## src/design/htlm_pkg.sv

```systemverilog
// Shared types and codes of the tree lock manager.
// Used by the controller, the datapath and the top level; no dependencies.
`default_nettype none

package htlm_pkg;

    localparam logic [1:0] CMD_LOCK    = 2'd0;
    localparam logic [1:0] CMD_UNLOCK  = 2'd1;
    localparam logic [1:0] CMD_UPGRADE = 2'd2;

    localparam logic CFG_BRANCH = 1'b0;
    localparam logic CFG_COUNT  = 1'b1;

    localparam logic [1:0] RD_NODE   = 2'd0;
    localparam logic [1:0] RD_PARENT = 2'd1;
    localparam logic [1:0] RD_SCAN   = 2'd2;

    localparam logic [2:0] WR_NONE   = 3'd0;
    localparam logic [2:0] WR_LOCK   = 3'd1;
    localparam logic [2:0] WR_UNLOCK = 3'd2;
    localparam logic [2:0] WR_INC    = 3'd3;
    localparam logic [2:0] WR_DEC    = 3'd4;
    localparam logic [2:0] WR_SWEEP  = 3'd5;

    typedef struct packed {
        logic       load;
        logic       rd_en;
        logic [1:0] rd_sel;
        logic [2:0] wr_op;
        logic       lvl_init;
        logic       lvl_step;
        logic       lvl_clamp;
        logic       j_inc;
        logic       out_load;
        logic       out_ok;
    } t_ctl;

    typedef struct packed {
        logic       cfg_wr;
        logic       in_range;
        logic [1:0] cmd;
        logic       flag;
        logic       cnt_zero;
        logic       owner_eq;
        logic       node_zero;
        logic       raddr_zero;
        logic       lo_ge_cnt;
        logic       j_gt_hi;
        logic       sweep_last;
        logic       out_busy;
    } t_sts;

endpackage

`default_nettype wire

```

## src/design/htlm_ctrl.sv

```systemverilog
// Sequencer of the tree lock manager: clearing pass, ancestor walks, subtree scans.
// Depends on htlm_pkg; drives the datapath through htlm_pkg::t_ctl.
`default_nettype none

module htlm_ctrl (
    input  wire              i_clk,
    input  wire              i_rst_n,
    input  wire              i_in_valid,
    output logic             o_in_stall,
    input  htlm_pkg::t_sts   i_sts,
    output htlm_pkg::t_ctl   o_ctl
);

    localparam logic [3:0] S_SWEEP  = 4'd0;
    localparam logic [3:0] S_IDLE   = 4'd1;
    localparam logic [3:0] S_FETCH  = 4'd2;
    localparam logic [3:0] S_CHK    = 4'd3;
    localparam logic [3:0] S_AFIRST = 4'd4;
    localparam logic [3:0] S_ACHK   = 4'd5;
    localparam logic [3:0] S_LOCKRD = 4'd6;
    localparam logic [3:0] S_LOCKWR = 4'd7;
    localparam logic [3:0] S_AINC   = 4'd8;
    localparam logic [3:0] S_ADEC   = 4'd9;
    localparam logic [3:0] S_LSTEP  = 4'd10;
    localparam logic [3:0] S_LCHK   = 4'd11;
    localparam logic [3:0] S_SRD    = 4'd12;
    localparam logic [3:0] S_SCHK   = 4'd13;
    localparam logic [3:0] S_PASS   = 4'd14;
    localparam logic [3:0] S_FAIL   = 4'd15;

    logic [3:0] r_state, n_state;
    logic       r_rel, n_rel;

    always_ff @(posedge i_clk) begin
        if (!i_rst_n) begin
            r_state <= S_SWEEP;
            r_rel   <= 1'b0;
        end else begin
            r_state <= n_state;
            r_rel   <= n_rel;
        end
    end

    assign o_in_stall = (r_state != S_IDLE);

    always_comb begin
        n_state = r_state;
        n_rel   = r_rel;
        o_ctl   = '0;
        unique case (r_state)
            S_SWEEP: begin
                o_ctl.wr_op = htlm_pkg::WR_SWEEP;
                if (i_sts.sweep_last) begin
                    n_state = S_IDLE;
                end
            end
            S_IDLE: begin
                if (i_in_valid) begin
                    o_ctl.load = 1'b1;
                    n_state    = S_FETCH;
                end
            end
            S_FETCH: begin
                if (!i_sts.in_range || !(i_sts.cmd == htlm_pkg::CMD_LOCK
                        || i_sts.cmd == htlm_pkg::CMD_UNLOCK
                        || i_sts.cmd == htlm_pkg::CMD_UPGRADE)) begin
                    n_state = S_FAIL;
                end else begin
                    o_ctl.rd_en  = 1'b1;
                    o_ctl.rd_sel = htlm_pkg::RD_NODE;
                    n_state      = S_CHK;
                end
            end
            S_CHK: begin
                if (i_sts.cmd == htlm_pkg::CMD_LOCK) begin
                    if (i_sts.flag || !i_sts.cnt_zero) begin
                        n_state = S_FAIL;
                    end else if (i_sts.node_zero) begin
                        n_state = S_LOCKRD;
                    end else begin
                        o_ctl.rd_en  = 1'b1;
                        o_ctl.rd_sel = htlm_pkg::RD_PARENT;
                        n_state      = S_ACHK;
                    end
                end else if (i_sts.cmd == htlm_pkg::CMD_UNLOCK) begin
                    if (!i_sts.flag || !i_sts.owner_eq) begin
                        n_state = S_FAIL;
                    end else begin
                        o_ctl.wr_op = htlm_pkg::WR_UNLOCK;
                        if (i_sts.node_zero) begin
                            n_state = S_PASS;
                        end else begin
                            o_ctl.rd_en  = 1'b1;
                            o_ctl.rd_sel = htlm_pkg::RD_PARENT;
                            n_state      = S_ADEC;
                        end
                    end
                end else begin
                    if (i_sts.flag || i_sts.cnt_zero) begin
                        n_state = S_FAIL;
                    end else begin
                        o_ctl.lvl_init = 1'b1;
                        n_rel          = 1'b0;
                        n_state        = S_LSTEP;
                    end
                end
            end
            S_AFIRST: begin
                o_ctl.rd_en  = 1'b1;
                o_ctl.rd_sel = htlm_pkg::RD_PARENT;
                n_state      = S_ACHK;
            end
            S_ACHK: begin
                if (i_sts.flag) begin
                    n_state = S_FAIL;
                end else if (i_sts.raddr_zero) begin
                    if (i_sts.cmd == htlm_pkg::CMD_LOCK) begin
                        n_state = S_LOCKRD;
                    end else begin
                        o_ctl.lvl_init = 1'b1;
                        n_rel          = 1'b1;
                        n_state        = S_LSTEP;
                    end
                end else begin
                    o_ctl.rd_en  = 1'b1;
                    o_ctl.rd_sel = htlm_pkg::RD_PARENT;
                end
            end
            S_LOCKRD: begin
                o_ctl.rd_en  = 1'b1;
                o_ctl.rd_sel = htlm_pkg::RD_NODE;
                n_state      = S_LOCKWR;
            end
            S_LOCKWR: begin
                o_ctl.wr_op = htlm_pkg::WR_LOCK;
                if (i_sts.node_zero) begin
                    n_state = S_PASS;
                end else begin
                    o_ctl.rd_en  = 1'b1;
                    o_ctl.rd_sel = htlm_pkg::RD_PARENT;
                    n_state      = S_AINC;
                end
            end
            S_AINC: begin
                o_ctl.wr_op = htlm_pkg::WR_INC;
                if (i_sts.raddr_zero) begin
                    n_state = S_PASS;
                end else begin
                    o_ctl.rd_en  = 1'b1;
                    o_ctl.rd_sel = htlm_pkg::RD_PARENT;
                end
            end
            S_ADEC: begin
                o_ctl.wr_op = htlm_pkg::WR_DEC;
                if (i_sts.raddr_zero) begin
                    n_state = (i_sts.cmd == htlm_pkg::CMD_UNLOCK) ? S_PASS : S_SRD;
                end else begin
                    o_ctl.rd_en  = 1'b1;
                    o_ctl.rd_sel = htlm_pkg::RD_PARENT;
                end
            end
            S_LSTEP: begin
                o_ctl.lvl_step = 1'b1;
                n_state        = S_LCHK;
            end
            S_LCHK: begin
                if (!i_sts.lo_ge_cnt) begin
                    o_ctl.lvl_clamp = 1'b1;
                    n_state         = S_SRD;
                end else if (r_rel) begin
                    n_state = S_LOCKRD;
                end else if (i_sts.node_zero) begin
                    o_ctl.lvl_init = 1'b1;
                    n_rel          = 1'b1;
                    n_state        = S_LSTEP;
                end else begin
                    o_ctl.rd_en  = 1'b1;
                    o_ctl.rd_sel = htlm_pkg::RD_NODE;
                    n_state      = S_AFIRST;
                end
            end
            S_SRD: begin
                if (i_sts.j_gt_hi) begin
                    n_state = S_LSTEP;
                end else begin
                    o_ctl.rd_en  = 1'b1;
                    o_ctl.rd_sel = htlm_pkg::RD_SCAN;
                    n_state      = S_SCHK;
                end
            end
            S_SCHK: begin
                o_ctl.j_inc = 1'b1;
                if (!i_sts.flag) begin
                    n_state = S_SRD;
                end else if (!r_rel) begin
                    n_state = i_sts.owner_eq ? S_SRD : S_FAIL;
                end else begin
                    o_ctl.wr_op  = htlm_pkg::WR_UNLOCK;
                    o_ctl.rd_en  = 1'b1;
                    o_ctl.rd_sel = htlm_pkg::RD_PARENT;
                    n_state      = S_ADEC;
                end
            end
            S_PASS: begin
                if (!i_sts.out_busy) begin
                    o_ctl.out_load = 1'b1;
                    o_ctl.out_ok   = 1'b1;
                    n_state        = S_IDLE;
                end
            end
            S_FAIL: begin
                if (!i_sts.out_busy) begin
                    o_ctl.out_load = 1'b1;
                    n_state        = S_IDLE;
                end
            end
            default: begin
                n_state = S_SWEEP;
            end
        endcase
        if (i_sts.cfg_wr) begin
            n_state = S_SWEEP;
        end
    end

endmodule

`default_nettype wire

```

## config.mk

```make
export PLATFORM = sky130hd
export DESIGN_NAME = htlm_ctrl
export DESIGN_NICKNAME = d
export VERILOG_FILES = /design/src/design/htlm_pkg.sv /design/src/design/htlm_ctrl.sv
export SDC_FILE = /design/constraint.sdc
export NUM_CORES = 1
export LEC_CHECK = 0
export BUFFER_PORTS_ARGS = -buffer_cell sky130_fd_sc_hd__buf_2
export CORE_MARGIN = 2
export CORE_UTILIZATION = 30
export CTS_CLUSTER_SIZE = 20
export DETAILED_ROUTE_END_ITERATION = 12
export SLEW_MARGIN = 0
export SYNTH_ARGS = -nofsm -noshare
export SYNTH_HDL_FRONTEND = slang
export SYNTH_SLANG_ARGS = --single-unit
export TNS_END_PERCENT = 50
```

## constraint.sdc

```tcl
create_clock -name i_clk -period 2.85 [get_ports i_clk]
set_clock_uncertainty 0.15 [all_clocks]
set_input_delay 0.1425 -clock i_clk [delete_from_list [all_inputs] [get_ports i_clk]]
set_output_delay 0.1425 -clock i_clk [all_outputs]
set_load 0.01 [all_outputs]
```

==> qor.csv <==
stage;metric;value;unit
sta;Final Hold Vio Count;0;
synthesis;adder-cell area share of the yosys netlist;0;%
clock_tree;Reg clk slew, reported paths;0.04;ns
synthesis;largest family of logic cells by synthesized area;simple AND/OR/NAND/NOR gates;
sta;RSZ-0062 raised after global routing;no;
synthesis;ys flop type;dfxtp_1;
flow_run;max-cap violations;0;
pwr;sequential share of power;35.2;%
sta;Max Clk Rate;404;MHz
synthesis;count of cell types in the netlist;48;
floorplan;I/O pin total;30;
clock_tree;CTS Buffer Depth;2;
clock_tree;CTS tree;yes;
worst_hold_path;class of the worst hold path;in -> reg;
synthesis;post-synth design cell area;882;um2
sta;Slew Viols, Final;0;
synthesis;Synth Area in XOR/XNOR;0.993;%
outcome;status;completed;
cells_and_area;nets;164;
synthesis;syn avg cell area;7.17;um2
pwr;Sw Ratio;30.2;%
route;routed len/inst;14.7;um
cells_and_area;ratio of cells with drive above 1 in the final layout;27.2;%
route;Initial DRC Count;49;
route;final WL;2620;um
global_route;largest net degree at the start of global routing;25;
pwr;peak supply drop;0.000290;V
sta;Worst-Margin Slew;0.747;ns
place;pre-CTS setup slack;0.667;ns
clock_tree;post_cts resized;0;
sta;Final min period;2.48;ns
worst_setup_path;WS Path Type;reg -> out;
place;port bufs;29;
synthesis;synthesized instance count;123;
cells_and_area;P&R area growth vs syn;17.4;%
worst_setup_path;Worst Setup SP;r_state[1];
global_route;antenna violations before repair;0;
route;Vias/cell;6.13;
sta;setup TNS;0;ns
route;First-pass DRT Iterations;4;
synthesis;compound-cell area share of the yosys netlist;33.5;%
route;DRC violations left;0;
synthesis;Post-synth top cells;nor2_1, nand2_1, nor3_1;
clock_tree;CTS H-tree depth;1;
pwr;switching power;64.3;uW
worst_setup_path;crit end category;output pin;
floorplan;chip width;58.2;um
floorplan;Initial Util;31.7;%
sta;period utilization;86.9;%
sta;Worst slew margin;50.2;%
synthesis;Post-Synth Simple-Gate Area;41.0;%
sta;Setup-failing EPs final;0;
pwr;internal power;149;uW
clock_tree;Post-CTS Setup Bufs;0;
synthesis;most instantiated library cell after synthesis;nor2_1;
synthesis;mux cell area share after synthesis;3.40;%
synthesis;flop and latch count out of synthesis;5;
synthesis;top cell type's share of synthesized area;11.3;%
worst_setup_path;Worst EP required;2.56;ns
clock_tree;Skew-Pair Late Insertion Delay;0.24;ns
route;final antenna-violating net count;0;
worst_setup_path;critical path arrival;2.18;ns
global_route;first-pass GRT wire length;4290;um
cells_and_area;Finished Core Util;37.2;%
clock_tree;total CTS buffers;3;
pwr;Pleak;0.427;nW
worst_setup_path;startpoint types;flop;
floorplan;FP Rows;19;
worst_setup_path;Crit Path Max Fanout;24;
synthesis;sequential share of the synthesized area;11.3;%
synthesis;async set or reset register ratio after synthesis;0;%
pwr;Power Density;206;mW/mm2
synthesis;Yosys warning total;0;
global_route;vias in the first global route;961;
floorplan;die area;0.00339;mm2
worst_setup_path;Critical R2R Launch;r_state[2];
global_route;gr usage total;15.7;%
synthesis;syn_nets;139;
cells_and_area;n_diodes;0;
clock_tree;hold buffers post-CTS;0;
clock_tree;clock net sink count;5;
global_route;gr ovfl total;0;
route;total number of vias;1091;
synthesis;top cell type by total area after synthesis;dfxtp_1;
clock_tree;CTS root buf;clkbuf_4;
floorplan;Core ar.;0.00278;mm2
pwr;Power Total;213;uW
pwr;Clk pwr share;37.7;%
sta;setup ws final;0.373;ns
pwr;combinational share of power;27.1;%
synthesis;number of synthesized flops with an enable pin;0;
place;GP Congestion;0.915;
synthesis;synth top area cells;dfxtp_1, nor2_1, nand2_1, nor3_1, nand2b_1;
place;Post-DP HPWL;2000;um
worst_hold_path;HP Start;i_rst_n;
floorplan;Die Ht;58.2;um
-- final timing paths --
check	cells after the start	endpoint	slack (ns)
max reg2reg	4	r_state[2]	0.67
min	2	r_rel	0.02
max	6	o_ctl[11]	0.37
min reg2reg	1	r_rel	0.50
-- layout make-up --
| cell class | count | area, um2 |
|---|---|---|
| Tap cell | 31 | 38.8 |
| Multi-Input combinational cell | 102 | 696 |
| Clock buffer | 4 | 26.3 |
| Fill cell | 291 | 1750 |
| Sequential cell | 5 | 100 |
| Inverter | 6 | 22.5 |
| Timing Repair Buffer | 30 | 153 |
-- metal layers --
layer / up-vias / track usage [%] / part of all wire [%]
li1: 534 / - / -
met1: 488 / 22.8 / 45
met2: 63 / 23.9 / 45
met3: 6 / 2.01 / 8.7
met4: 0 / 4.65 / 1.5
met5: - / 0 / 0
-- cell families (layout without fill, tap and decap cells) --
kind of cell    count (synthesis)  after routing
mux                             3              3
simple gates                   60             60
flops                           5              5
xor+xnor                        1              1
buf+inv                        16             40
compound gates                 38             38
-- through the flow --
stage,area (um2),cells,hold slack (ns)
3_5_place_dp,1010,174,0.263
5_1_grt,1040,178,0.0181
3_3_place_gp,1010,174,0.262
6_report,1040,178,0.0172
4_1_cts,1040,178,0.0110
2_1_floorplan,882,123,0.134
-- power by group through the flow --
| stage | Clock, mW | Combinational, mW | Sequential (mW) |
|---|---|---|---|
| floorplan | 0 | 0.0362 | 0.0734 |
| global placement | 0 | 0.0565 | 0.0762 |
| detailed placement | 0 | 0.0567 | 0.0761 |
| CTS | 0.0823 | 0.0571 | 0.0748 |
| global route | 0.0907 | 0.0637 | 0.0751 |
| finish | 0.0804 | 0.0578 | 0.0750 |
-- critical path, cell delays in order, from the launching register on --
cell	delay [ns]
dfxtp_1	0.80
nand2b_1	0.32
nor2_1	0.12
a31oi_1	0.18
nand3_1	0.11
a311o_1	0.28
buf_2	0.14
-- registers in the layout, summed over array words and instances, names as in the netlist --
register  count
r_rel         1
r_state       4
-- placed cells by master (no fill, tap or decap), drive strengths merged, types with 3 or more instances in the layout --
cell / n
nor4: 3
dfxtp: 5
nor2: 13
inv: 6
a31oi: 3
clkbuf: 4
or3: 3
buf: 30
o21ai: 3
o31ai: 3
a211oi: 5
nand3: 4
nor3: 8
a21oi: 4
o32a: 3
nand2: 10
mux2i: 3
nand2b: 6
Power figures use the tool's default switching activity.
